==> src/design/sfrl_pkg.sv <==
// Shared constants, codes and types of the serial frame receiver.
package sfrl_pkg;

	localparam int PAYLOAD_DEPTH = 256;
	localparam int ADDR_W = $clog2(PAYLOAD_DEPTH);
	localparam int APB_ADDR_W = 5;
	localparam int APB_DATA_W = 32;

	localparam logic [7:0] CHECK_SEED = 8'h33;

	localparam logic [1:0] ACT_BYTE = 2'd0;
	localparam logic [1:0] ACT_TICK = 2'd1;
	localparam logic [1:0] ACT_READ = 2'd2;
	localparam logic [1:0] ACT_RELEASE = 2'd3;

	localparam logic [2:0] ST_NONE = 3'd0;
	localparam logic [2:0] ST_REFUSED = 3'd1;
	localparam logic [2:0] ST_DISCARD = 3'd2;
	localparam logic [2:0] ST_ACCEPT = 3'd3;
	localparam logic [2:0] ST_READ = 3'd4;

	localparam logic [2:0] ERR_NONE = 3'd0;
	localparam logic [2:0] ERR_TIMEOUT = 3'd1;
	localparam logic [2:0] ERR_LENGTH = 3'd2;
	localparam logic [2:0] ERR_XOR = 3'd3;
	localparam logic [2:0] ERR_SUM = 3'd4;
	localparam logic [2:0] ERR_OWN_SRC = 3'd5;
	localparam logic [2:0] ERR_DEST = 3'd6;

	localparam logic [2:0] REG_EXT_MODE = 3'd0;
	localparam logic [2:0] REG_HEAD = 3'd1;
	localparam logic [2:0] REG_SIGNAL = 3'd2;
	localparam logic [2:0] REG_ACK_HEAD = 3'd3;
	localparam logic [2:0] REG_OWN_NODE = 3'd4;
	localparam logic [2:0] REG_BCAST = 3'd5;
	localparam logic [2:0] REG_TIMEOUT = 3'd6;
	localparam logic [2:0] REG_CMD_TYPE = 3'd7;

	typedef struct packed {
		logic        extended_mode;
		logic [7:0]  head_byte;
		logic [7:0]  signal_byte;
		logic [7:0]  ack_head_byte;
		logic [7:0]  own_node;
		logic [7:0]  broadcast_node;
		logic [15:0] char_timeout;
		logic [7:0]  command_type;
	} cfg_t;

	typedef struct packed {
		logic              en;
		logic [ADDR_W-1:0] addr;
		logic [7:0]        data;
	} wr_t;

	typedef struct packed {
		logic [2:0] status;
		logic [2:0] error_kind;
		logic       tx_valid;
		logic [7:0] tx_byte;
		logic       last;
		logic       frame_ready;
		logic [7:0] payload_length;
		logic [7:0] source_node;
		logic [7:0] dest_addr;
		logic [7:0] frame_type;
		logic [7:0] read_data;
		logic       signal_seen;
	} res_t;

endpackage

==> src/design/sfrl_intf.sv <==
// Request and result channel interfaces of the serial frame receiver.
interface sfrl_req_if;
	logic       valid;
	logic       ready;
	logic [1:0] action;
	logic [7:0] rx_byte;
	logic [7:0] read_index;
	logic       sender_waiting;

	modport source(output valid, action, rx_byte, read_index, sender_waiting, input ready);
	modport sink(input valid, action, rx_byte, read_index, sender_waiting, output ready);
endinterface

interface sfrl_rsp_if;
	logic       valid;
	logic       ready;
	logic [2:0] status;
	logic [2:0] error_kind;
	logic       tx_valid;
	logic [7:0] tx_byte;
	logic       last;
	logic       frame_ready;
	logic [7:0] payload_length;
	logic [7:0] source_node;
	logic [7:0] dest_addr;
	logic [7:0] frame_type;
	logic [7:0] read_data;
	logic       signal_seen;

	modport source(output valid, status, error_kind, tx_valid, tx_byte, last, frame_ready,
		payload_length, source_node, dest_addr, frame_type, read_data, signal_seen,
		input ready);
	modport sink(input valid, status, error_kind, tx_valid, tx_byte, last, frame_ready,
		payload_length, source_node, dest_addr, frame_type, read_data, signal_seen,
		output ready);
endinterface

==> src/design/sfrl_cfg.sv <==
// APB configuration registers of the serial frame receiver.
module sfrl_cfg (
	input  logic                             clk,
	input  logic                             arst_n,
	input  logic                             psel,
	input  logic                             penable,
	input  logic                             pwrite,
	input  logic [sfrl_pkg::APB_ADDR_W-1:0]  paddr,
	input  logic [sfrl_pkg::APB_DATA_W-1:0]  pwdata,
	output logic [sfrl_pkg::APB_DATA_W-1:0]  prdata,
	output logic                             pready,
	output sfrl_pkg::cfg_t                   cfg
);

	sfrl_pkg::cfg_t cfg_q;
	logic [2:0]     reg_idx;
	logic           wr_en;

	assign reg_idx = paddr[4:2];
	assign wr_en = psel & penable & pwrite;
	assign pready = 1'b1;
	assign cfg = cfg_q;

	always_ff @(posedge clk or negedge arst_n) begin
		if (!arst_n) begin
			cfg_q.extended_mode <= 1'b1;
			cfg_q.head_byte <= 8'h02;
			cfg_q.signal_byte <= 8'h05;
			cfg_q.ack_head_byte <= 8'h06;
			cfg_q.own_node <= 8'h01;
			cfg_q.broadcast_node <= 8'hFF;
			cfg_q.char_timeout <= 16'd100;
			cfg_q.command_type <= 8'h00;
		end else if (wr_en) begin
			unique case (reg_idx)
				sfrl_pkg::REG_EXT_MODE: cfg_q.extended_mode <= pwdata[0];
				sfrl_pkg::REG_HEAD:     cfg_q.head_byte <= pwdata[7:0];
				sfrl_pkg::REG_SIGNAL:   cfg_q.signal_byte <= pwdata[7:0];
				sfrl_pkg::REG_ACK_HEAD: cfg_q.ack_head_byte <= pwdata[7:0];
				sfrl_pkg::REG_OWN_NODE: cfg_q.own_node <= pwdata[7:0];
				sfrl_pkg::REG_BCAST:    cfg_q.broadcast_node <= pwdata[7:0];
				sfrl_pkg::REG_TIMEOUT:  cfg_q.char_timeout <= pwdata[15:0];
				sfrl_pkg::REG_CMD_TYPE: cfg_q.command_type <= pwdata[7:0];
				default: ;
			endcase
		end
	end

	always_comb begin
		prdata = '0;
		unique case (reg_idx)
			sfrl_pkg::REG_EXT_MODE: prdata = {31'd0, cfg_q.extended_mode};
			sfrl_pkg::REG_HEAD:     prdata = {24'd0, cfg_q.head_byte};
			sfrl_pkg::REG_SIGNAL:   prdata = {24'd0, cfg_q.signal_byte};
			sfrl_pkg::REG_ACK_HEAD: prdata = {24'd0, cfg_q.ack_head_byte};
			sfrl_pkg::REG_OWN_NODE: prdata = {24'd0, cfg_q.own_node};
			sfrl_pkg::REG_BCAST:    prdata = {24'd0, cfg_q.broadcast_node};
			sfrl_pkg::REG_TIMEOUT:  prdata = {16'd0, cfg_q.char_timeout};
			sfrl_pkg::REG_CMD_TYPE: prdata = {24'd0, cfg_q.command_type};
			default:                prdata = '0;
		endcase
	end

endmodule

==> src/design/sfrl_store.sv <==
// Payload memory with registered read and same-edge write bypass.
module sfrl_store (
	input  logic                clk,
	input  logic                arst_n,
	input  logic                rd_en,
	input  logic [7:0]          rd_addr,
	input  sfrl_pkg::wr_t       wr,
	output logic [7:0]          rd_data
);

	logic [7:0]                  mem [sfrl_pkg::PAYLOAD_DEPTH];
	logic [7:0]                  rd_q;
	logic [7:0]                  byp_q;
	logic                        hit_q;
	logic                        range_q;
	logic [sfrl_pkg::ADDR_W-1:0] rd_idx;
	logic                        in_range;

	assign rd_idx = rd_addr[sfrl_pkg::ADDR_W-1:0];
	assign in_range = {1'b0, rd_addr} < 9'(sfrl_pkg::PAYLOAD_DEPTH);

	always_ff @(posedge clk) begin
		if (wr.en) begin
			mem[wr.addr] <= wr.data;
		end
	end

	always_ff @(posedge clk) begin
		if (rd_en) begin
			rd_q <= mem[rd_idx];
			byp_q <= wr.data;
		end
	end

	always_ff @(posedge clk or negedge arst_n) begin
		if (!arst_n) begin
			hit_q <= 1'b0;
			range_q <= 1'b0;
		end else if (rd_en) begin
			hit_q <= wr.en && (wr.addr == rd_idx);
			range_q <= in_range;
		end
	end

	assign rd_data = !range_q ? 8'd0 : (hit_q ? byp_q : rd_q);

endmodule

==> src/design/sfrl_core.sv <==
// Request stage, frame state machine with running checks, and result register.
module sfrl_core (
	input  logic              clk,
	input  logic              arst_n,
	input  sfrl_pkg::cfg_t    cfg,
	sfrl_req_if.sink          req,
	sfrl_rsp_if.source        rsp
);

	localparam logic [3:0] PH_HEAD = 4'd0;
	localparam logic [3:0] PH_LEN  = 4'd1;
	localparam logic [3:0] PH_SRC  = 4'd2;
	localparam logic [3:0] PH_DST  = 4'd3;
	localparam logic [3:0] PH_TYPE = 4'd4;
	localparam logic [3:0] PH_DATA = 4'd5;
	localparam logic [3:0] PH_CHK1 = 4'd6;
	localparam logic [3:0] PH_CHK2 = 4'd7;
	localparam logic [3:0] PH_HELD = 4'd8;

	// request stage
	logic       valid_s1;
	logic [1:0] act_s1;
	logic [7:0] byte_s1;
	logic       wait_s1;

	// frame state
	logic [3:0]  phase_q, phase_n;
	logic [7:0]  explen_q, explen_n;
	logic [7:0]  wp_q, wp_n;
	logic [7:0]  src_q, src_n;
	logic [7:0]  dst_q, dst_n;
	logic [7:0]  kind_q, kind_n;
	logic [7:0]  xor_q, xor_n;
	logic [7:0]  sum_q, sum_n;
	logic [15:0] gap_q, gap_n;
	logic        sig_q, sig_n;

	// result register
	logic              out_valid_q;
	logic              ack2_q;
	sfrl_pkg::res_t    res_q;
	sfrl_pkg::res_t    res_n;

	logic          req_acc;
	logic          advance;
	logic          take;
	logic          two;
	logic [2:0]    status;
	logic [2:0]    err;
	logic          txv;
	logic [7:0]    txb;
	logic [7:0]    hdr;
	logic [8:0]    plen;
	logic [7:0]    rd_data;
	sfrl_pkg::wr_t wr;

	assign advance = valid_s1 && (!out_valid_q || (rsp.ready && !ack2_q));
	assign req.ready = !valid_s1 || advance;
	assign req_acc = req.valid && req.ready;

	sfrl_store u_store (
		.clk     (clk),
		.arst_n  (arst_n),
		.rd_en   (req_acc),
		.rd_addr (req.read_index),
		.wr      (wr),
		.rd_data (rd_data)
	);

	always_ff @(posedge clk or negedge arst_n) begin
		if (!arst_n) begin
			valid_s1 <= 1'b0;
		end else if (req.ready) begin
			valid_s1 <= req.valid;
		end
	end

	always_ff @(posedge clk) begin
		if (req_acc) begin
			act_s1 <= req.action;
			byte_s1 <= req.rx_byte;
			wait_s1 <= req.sender_waiting;
		end
	end

	assign hdr = cfg.extended_mode ? 8'd3 : 8'd2;
	assign plen = {1'b0, byte_s1} - {1'b0, hdr};

	always_comb begin
		phase_n = phase_q;
		explen_n = explen_q;
		wp_n = wp_q;
		src_n = src_q;
		dst_n = dst_q;
		kind_n = kind_q;
		xor_n = xor_q;
		sum_n = sum_q;
		gap_n = gap_q;
		sig_n = sig_q;
		status = sfrl_pkg::ST_NONE;
		err = sfrl_pkg::ERR_NONE;
		txv = 1'b0;
		txb = 8'd0;
		two = 1'b0;
		take = 1'b0;
		wr.en = 1'b0;
		wr.addr = wp_q[sfrl_pkg::ADDR_W-1:0];
		wr.data = byte_s1;
		unique case (act_s1)
			sfrl_pkg::ACT_TICK: begin
				if (gap_q != 16'd0) gap_n = gap_q - 16'd1;
			end
			sfrl_pkg::ACT_READ: begin
				status = sfrl_pkg::ST_READ;
			end
			sfrl_pkg::ACT_RELEASE: begin
				phase_n = PH_HEAD;
			end
			sfrl_pkg::ACT_BYTE: begin
				if (phase_q == PH_HELD || wait_s1) begin
					status = sfrl_pkg::ST_REFUSED;
				end else if (phase_q != PH_HEAD && gap_q == 16'd0) begin
					phase_n = PH_HEAD;
					status = sfrl_pkg::ST_DISCARD;
					err = sfrl_pkg::ERR_TIMEOUT;
				end else begin
					take = 1'b1;
					unique case (phase_q)
						PH_HEAD: begin
							if (byte_s1 != cfg.head_byte) begin
								take = 1'b0;
								if (byte_s1 == cfg.signal_byte) sig_n = 1'b1;
							end else begin
								phase_n = PH_LEN;
							end
						end
						PH_LEN: begin
							if (byte_s1 <= hdr || plen > 9'(sfrl_pkg::PAYLOAD_DEPTH)) begin
								take = 1'b0;
								phase_n = PH_HEAD;
								status = sfrl_pkg::ST_DISCARD;
								err = sfrl_pkg::ERR_LENGTH;
							end else begin
								explen_n = plen[7:0];
								phase_n = PH_SRC;
							end
						end
						PH_SRC: begin
							src_n = byte_s1;
							xor_n = sfrl_pkg::CHECK_SEED ^ byte_s1;
							sum_n = sfrl_pkg::CHECK_SEED + byte_s1;
							phase_n = PH_DST;
						end
						PH_DST: begin
							dst_n = byte_s1;
							xor_n = xor_q ^ byte_s1;
							sum_n = sum_q + byte_s1;
							if (cfg.extended_mode) begin
								phase_n = PH_TYPE;
							end else begin
								kind_n = cfg.command_type;
								wp_n = 8'd0;
								phase_n = PH_DATA;
							end
						end
						PH_TYPE: begin
							kind_n = byte_s1;
							xor_n = xor_q ^ byte_s1;
							sum_n = sum_q + byte_s1;
							wp_n = 8'd0;
							phase_n = PH_DATA;
						end
						PH_DATA: begin
							wr.en = {1'b0, wp_q} < 9'(sfrl_pkg::PAYLOAD_DEPTH);
							xor_n = xor_q ^ byte_s1;
							sum_n = sum_q + byte_s1;
							wp_n = wp_q + 8'd1;
							if (wp_n == explen_q) phase_n = PH_CHK1;
						end
						PH_CHK1: begin
							if (byte_s1 != xor_q) begin
								take = 1'b0;
								phase_n = PH_HEAD;
								status = sfrl_pkg::ST_DISCARD;
								err = sfrl_pkg::ERR_XOR;
							end else begin
								phase_n = PH_CHK2;
							end
						end
						PH_CHK2: begin
							take = 1'b0;
							phase_n = PH_HEAD;
							status = sfrl_pkg::ST_DISCARD;
							if (byte_s1 != sum_q) begin
								err = sfrl_pkg::ERR_SUM;
							end else if (src_q == cfg.own_node) begin
								err = sfrl_pkg::ERR_OWN_SRC;
							end else if (dst_q != cfg.own_node && dst_q != cfg.broadcast_node) begin
								err = sfrl_pkg::ERR_DEST;
							end else begin
								phase_n = PH_HELD;
								status = sfrl_pkg::ST_ACCEPT;
								txv = 1'b1;
								txb = cfg.ack_head_byte;
								two = 1'b1;
							end
						end
						default: begin
							take = 1'b0;
							phase_n = PH_HEAD;
							status = sfrl_pkg::ST_DISCARD;
						end
					endcase
					if (take) gap_n = cfg.char_timeout;
				end
			end
		endcase
		if (!advance) wr.en = 1'b0;

		res_n.status = status;
		res_n.error_kind = err;
		res_n.tx_valid = txv;
		res_n.tx_byte = txb;
		res_n.last = !two;
		res_n.frame_ready = (phase_n == PH_HELD);
		res_n.payload_length = explen_n;
		res_n.source_node = src_n;
		res_n.dest_addr = dst_n;
		res_n.frame_type = kind_n;
		res_n.read_data = (act_s1 == sfrl_pkg::ACT_READ) ? rd_data : 8'd0;
		res_n.signal_seen = sig_n;
	end

	always_ff @(posedge clk or negedge arst_n) begin
		if (!arst_n) begin
			phase_q <= PH_HEAD;
			explen_q <= 8'd0;
			wp_q <= 8'd0;
			src_q <= 8'd0;
			dst_q <= 8'd0;
			kind_q <= 8'd0;
			xor_q <= 8'd0;
			sum_q <= 8'd0;
			gap_q <= 16'd0;
			sig_q <= 1'b0;
		end else if (advance) begin
			phase_q <= phase_n;
			explen_q <= explen_n;
			wp_q <= wp_n;
			src_q <= src_n;
			dst_q <= dst_n;
			kind_q <= kind_n;
			xor_q <= xor_n;
			sum_q <= sum_n;
			gap_q <= gap_n;
			sig_q <= sig_n;
		end
	end

	always_ff @(posedge clk or negedge arst_n) begin
		if (!arst_n) begin
			out_valid_q <= 1'b0;
			ack2_q <= 1'b0;
		end else if (advance) begin
			out_valid_q <= 1'b1;
			ack2_q <= two;
		end else if (out_valid_q && rsp.ready) begin
			out_valid_q <= ack2_q;
			ack2_q <= 1'b0;
		end
	end

	always_ff @(posedge clk) begin
		if (advance) begin
			res_q <= res_n;
		end else if (out_valid_q && rsp.ready && ack2_q) begin
			// second acknowledge byte
			res_q.tx_byte <= cfg.own_node;
			res_q.last <= 1'b1;
		end
	end

	assign rsp.valid = out_valid_q;
	assign rsp.status = res_q.status;
	assign rsp.error_kind = res_q.error_kind;
	assign rsp.tx_valid = res_q.tx_valid;
	assign rsp.tx_byte = res_q.tx_byte;
	assign rsp.last = res_q.last;
	assign rsp.frame_ready = res_q.frame_ready;
	assign rsp.payload_length = res_q.payload_length;
	assign rsp.source_node = res_q.source_node;
	assign rsp.dest_addr = res_q.dest_addr;
	assign rsp.frame_type = res_q.frame_type;
	assign rsp.read_data = res_q.read_data;
	assign rsp.signal_seen = res_q.signal_seen;

endmodule

==> src/design/serial_frame_receiver_lrc_top.sv <==
// Top level of the serial frame receiver with XOR and additive check bytes.
// A request is held in the request stage, then its result in the result register.
// Throughput: one request per cycle while rsp.ready takes results; a valid frame
// yields two; its second acknowledge byte holds the result register until taken.
// Reset: arst_n asynchronously resets frame state, flags and config to defaults;
// data registers and payload memory are not cleared; memory needs no clearing pass.
module serial_frame_receiver_lrc_top (
	input  logic                            clk,
	input  logic                            arst_n,
	sfrl_req_if.sink                        req,
	sfrl_rsp_if.source                      rsp,
	input  logic                            psel,
	input  logic                            penable,
	input  logic                            pwrite,
	input  logic [sfrl_pkg::APB_ADDR_W-1:0] paddr,
	input  logic [sfrl_pkg::APB_DATA_W-1:0] pwdata,
	output logic [sfrl_pkg::APB_DATA_W-1:0] prdata,
	output logic                            pready
);

	sfrl_pkg::cfg_t cfg;

	sfrl_cfg u_cfg (
		.clk     (clk),
		.arst_n  (arst_n),
		.psel    (psel),
		.penable (penable),
		.pwrite  (pwrite),
		.paddr   (paddr),
		.pwdata  (pwdata),
		.prdata  (prdata),
		.pready  (pready),
		.cfg     (cfg)
	);

	sfrl_core u_core (
		.clk    (clk),
		.arst_n (arst_n),
		.cfg    (cfg),
		.req    (req),
		.rsp    (rsp)
	);

endmodule
==> src/flat_wrapper.sv <==
// flat-port wrapper written by rule: the top's interface ports become plain ports
module serial_frame_receiver_lrc_top_flat 
  (clk, arst_n, psel, penable, pwrite, paddr, pwdata, prdata, pready, req_valid, req_action, req_rx_byte, req_read_index, req_sender_waiting, req_ready, rsp_valid, rsp_status, rsp_error_kind, rsp_tx_valid, rsp_tx_byte, rsp_last, rsp_frame_ready, rsp_payload_length, rsp_source_node, rsp_dest_addr, rsp_frame_type, rsp_read_data, rsp_signal_seen, rsp_ready);
  sfrl_req_if req_i ();
  sfrl_rsp_if rsp_i ();
  input  logic clk;
  input  logic arst_n;
  input  logic psel;
  input  logic penable;
  input  logic pwrite;
  input  logic [sfrl_pkg::APB_ADDR_W-1:0] paddr;
  input  logic [sfrl_pkg::APB_DATA_W-1:0] pwdata;
  output logic [sfrl_pkg::APB_DATA_W-1:0] prdata;
  output logic pready;
  input wire logic [$bits(req_i.valid)-1:0] req_valid;
  input wire logic [$bits(req_i.action)-1:0] req_action;
  input wire logic [$bits(req_i.rx_byte)-1:0] req_rx_byte;
  input wire logic [$bits(req_i.read_index)-1:0] req_read_index;
  input wire logic [$bits(req_i.sender_waiting)-1:0] req_sender_waiting;
  output wire logic [$bits(req_i.ready)-1:0] req_ready;
  output wire logic [$bits(rsp_i.valid)-1:0] rsp_valid;
  output wire logic [$bits(rsp_i.status)-1:0] rsp_status;
  output wire logic [$bits(rsp_i.error_kind)-1:0] rsp_error_kind;
  output wire logic [$bits(rsp_i.tx_valid)-1:0] rsp_tx_valid;
  output wire logic [$bits(rsp_i.tx_byte)-1:0] rsp_tx_byte;
  output wire logic [$bits(rsp_i.last)-1:0] rsp_last;
  output wire logic [$bits(rsp_i.frame_ready)-1:0] rsp_frame_ready;
  output wire logic [$bits(rsp_i.payload_length)-1:0] rsp_payload_length;
  output wire logic [$bits(rsp_i.source_node)-1:0] rsp_source_node;
  output wire logic [$bits(rsp_i.dest_addr)-1:0] rsp_dest_addr;
  output wire logic [$bits(rsp_i.frame_type)-1:0] rsp_frame_type;
  output wire logic [$bits(rsp_i.read_data)-1:0] rsp_read_data;
  output wire logic [$bits(rsp_i.signal_seen)-1:0] rsp_signal_seen;
  input wire logic [$bits(rsp_i.ready)-1:0] rsp_ready;
  assign req_i.valid = req_valid;
  assign req_i.action = req_action;
  assign req_i.rx_byte = req_rx_byte;
  assign req_i.read_index = req_read_index;
  assign req_i.sender_waiting = req_sender_waiting;
  assign req_ready = req_i.ready;
  assign rsp_valid = rsp_i.valid;
  assign rsp_status = rsp_i.status;
  assign rsp_error_kind = rsp_i.error_kind;
  assign rsp_tx_valid = rsp_i.tx_valid;
  assign rsp_tx_byte = rsp_i.tx_byte;
  assign rsp_last = rsp_i.last;
  assign rsp_frame_ready = rsp_i.frame_ready;
  assign rsp_payload_length = rsp_i.payload_length;
  assign rsp_source_node = rsp_i.source_node;
  assign rsp_dest_addr = rsp_i.dest_addr;
  assign rsp_frame_type = rsp_i.frame_type;
  assign rsp_read_data = rsp_i.read_data;
  assign rsp_signal_seen = rsp_i.signal_seen;
  assign rsp_i.ready = rsp_ready;
  serial_frame_receiver_lrc_top u_core (.clk(clk), .arst_n(arst_n), .req(req_i), .rsp(rsp_i), .psel(psel), .penable(penable), .pwrite(pwrite), .paddr(paddr), .pwdata(pwdata), .prdata(prdata), .pready(pready));
endmodule
==> config.mk <==
export PLATFORM = sky130hd
export DESIGN_NAME = serial_frame_receiver_lrc_top_flat
export DESIGN_NICKNAME = d
export VERILOG_FILES = /design/src/design/sfrl_pkg.sv /design/src/design/sfrl_intf.sv /design/src/design/sfrl_cfg.sv /design/src/design/sfrl_store.sv /design/src/design/sfrl_core.sv /design/src/design/serial_frame_receiver_lrc_top.sv /design/src/flat_wrapper.sv
export SDC_FILE = /design/constraint.sdc
export NUM_CORES = 2
export LEC_CHECK = 0
export BUFFER_PORTS_ARGS = -buffer_cell sky130_fd_sc_hd__buf_4
export CAP_MARGIN = 25
export CORE_AREA = 2 2 353 530
export DETAILED_ROUTE_END_ITERATION = 8
export DIE_AREA = 0 0 355 532
export PLACE_DENSITY = 0.65
export SYNTH_ARGS = -nofsm -noshare
export SYNTH_HDL_FRONTEND = slang
export SYNTH_HIERARCHICAL = 1
export SYNTH_SLANG_ARGS = --single-unit
==> constraint.sdc <==
create_clock -name clk -period 9.75 [get_ports clk]
set_input_delay 0.4875 -clock clk [delete_from_list [all_inputs] [get_ports clk]]
set_output_delay 0.4875 -clock clk [all_outputs]
set_load 0.02 [all_outputs]
==> results.txt <==
Status: finished, final reports clean
Bufs and invs on worst path: 4
Crit-path max FO: 51
Cts hold-fix bufs: 30
Largest Register: u_core/u_core/u_store/mem
Routed wire length: 224000 um
Final Setup Violations: 0
Clock transition at path regs: 0.06 ns
Cell taking the most area after synthesis: edfxtp_1
I/O Buffers: 120
RSZ-0062 raised after global routing: false
Core ar.: 184000 um2
Tcrit/Tclk final: 0.648
Mean Syn Cell Area: 19.0 um2
Post-DP Area: 94900 um2
Number of warnings issued by yosys: 6
Slowest cell on the critical path: nand4_1
Worst Tran Pin Value: 1.16 ns
Layout cells sized above 1: 0.225
Largest register FFs: 2048
Crit path cell chain: inv_1 > ha_2 > inv_1 > or3_1 > a31oi_4 > nand3_2 > inv_1 > nand4_1 > buf_4 > nor2_1
DRC Markers: 0
GRT Total Usage: 0.237
Post-DRT Antenna Nets: 0
DP Cell Count: 7181
Post_cts resized: 0
Synth top area cells: edfxtp_1 (70%), mux4_2 (11%), dfrtp_1 (3.5%)
Power Density: 198 nW/um2
Reg2reg start: u_core/u_core/act_s1[0]
DRT iter0 DRCs: 4684
Area share of the leading cell type in the synthesized netlist: 0.698
Detailed placement HPWL: 139000 um
Cell mode on critical path: inv_1
IR drop worst, VDD: 0.151 mV
Post-synthesis cell area: 91800 um2
Reg2reg end: u_core/u_core/u_store/mem[251][2]
Commonest cells in the netlist: edfxtp_1 (2133), mux4_2 (459), nor2_1 (372)
Worst path required time: 10.19 ns
Avg WL per Cell: 29.6 um
Worst Skew: 0.0465 ns
Levels on crit path: 10
Slowest stage delay, CP: 1.09 ns
TritonCTS clock tree: done
GPL Wtd Cong: 0.912
Cell with the most instances after synthesis: edfxtp_1
Worst setup EP type: flip-flop
Flops & latches, synth: 2280
Via count: 46889
Die Footprint: 189000 um2
Post-synth EDFFs: 2133
Net count, final: 5064
Min-Delay Path Class: input port to async pin
Slew Limit Headroom: 0.218
Pleak: 32.7 nW
Crit path kind: flip-flop to flip-flop
First-pass GRT wire length: 327000 um
Post-CTS Setup Bufs: 0
Post-Route Setup TNS: 0 ns
Arr. time, crit path: 6.76 ns
Synth async-reset ratio: 0.0645
Vias in the first global route: 47741
Total CTS buffers: 204
Fin crit period: 6.31 ns
Register-to-register setup slack: 3.44 ns
Area grow syn2layout: 10.7%
Sinks on Clock Net: 2280
Top delay family on crit path: simple AND/OR/NAND/NOR gates
Critical path launch point type: flip-flop
Largest net degree at the start of global routing: 206
Syn Inst Count: 4823
Chip Width: 355 um
Initial antenna violation count: 8
Sequential share of the synthesized area: 0.738
Final Cell Area: 102000 um2
Ports: 156
Pre-antenna DRT Iters: 5
CTS max path bufs: 4
Max-slew violations: 0
Skew-Pair Late Insertion Delay: 0.85 ns
Total congestion overflow: 0
Non-filler instance count after layout: 7576
MaxCap Viol Count: 0
Std-Cell Rows: 193
Die Y: 532 um
Starting Density: 0.499
Worst R2R Path Depth: 10
Most used DFF post-synth: edfxtp_1
Root Buffer: clkbuf_16
H-tree levels: 4
Max Freq: 0.158 GHz
Vias/cell: 6.19
Finished Core Util: 0.552
Netlist cell types: 94
Final Hold Fails: 0
## metrics by stage
step	hold slack [ns]	power, W	setup slack [ns]
final	0.105	0.0202	3.44
after global routing	0.119	0.0208	3.28
after CTS	0.220	0.0203	3.58
after detailed placement	0.472	0.0126	3.58
after global placement	0.470	0.0125	3.60
after floorplan	0.192	0.0121	4.08
## kinds of logic after synthesis
logic type | synth area share
flip-flops | 0.738
AND/OR/NAND/NOR | 0.0408
multiplexers | 0.142
AO/OA/AOI/OAI | 0.0481
buffers and inverters | 0.0210
XOR/XNOR | 0.00830
adder cells (fa/ha/maj) | 0.00213
other | 0.0000818
## worst max-delay path by stage
stage                             start                           endpoint  slack (ns)
6_report        u_core/u_core/act_s1[0]  u_core/u_core/u_store/mem[251][2]        3.44
5_1_grt         u_core/u_core/act_s1[0]  u_core/u_core/u_store/mem[251][2]        3.28
4_1_cts         u_core/u_core/act_s1[0]  u_core/u_core/u_store/mem[251][2]        3.58
3_5_place_dp    u_core/u_core/act_s1[0]  u_core/u_core/u_store/mem[251][7]        3.58
3_3_place_gp    u_core/u_core/act_s1[0]  u_core/u_core/u_store/mem[123][2]        3.60
2_1_floorplan  u_core/u_core/byte_s1[0]             u_core/u_core/gap_q[0]        4.08
## report_power, final
group	internal (W)	leakage, nW	switching [W]
Clock	0.00439	3.11	0.00341
Combinational	0.000517	8.41	0.000883
Sequential	0.0108	21.1	0.000131
## cells in the final DEF, fill, tap and decap left out, drive strengths merged, types with 14 or more instances in the layout
cell and n:
a211oi 20, a22o 51, dfrtp 129, dlygate4sd3 30
nor2 382, o22ai 29, nor2b 32, a22oi 85
mux4 459, a21oi 109, a31oi 14, edfxtp 2133
and2 24, nand2b 27, mux2i 142, mux2 111
nand2 150, ha 14, o21ai 110, o221ai 41
conb 17, a221oi 44, buf 216, nand4 20
dfstp 18, and3 14, nor3 30, inv 28
nand3 51, clkinv 77, xor2 56, o31ai 19
bufinv 19, nor4 24, clkbuf 254, xnor2 31
## layout make-up
type | instances | area [um2]
clock buffers | 254 | 5370
flip-flops and latches | 2280 | 67800
well taps | 2437 | 3050
diodes | 2 | 5.00
multi-input cells | 2229 | 22200
repair buffers | 246 | 2180
clock inverters | 103 | 967
fillers | 13949 | 82400
inverters | 25 | 93.8
## layer usage
layer / share of wire / global-route usage / vias to the layer above
met5: 0.00024 / 0 / -
met4: 0.051 / 0.106 / 8
met3: 0.059 / 0.0298 / 489
met2: 0.52 / 0.414 / 1837
met1: 0.37 / 0.295 / 24667
li1: - / - / 19888
Power figures use the tool's default switching activity.
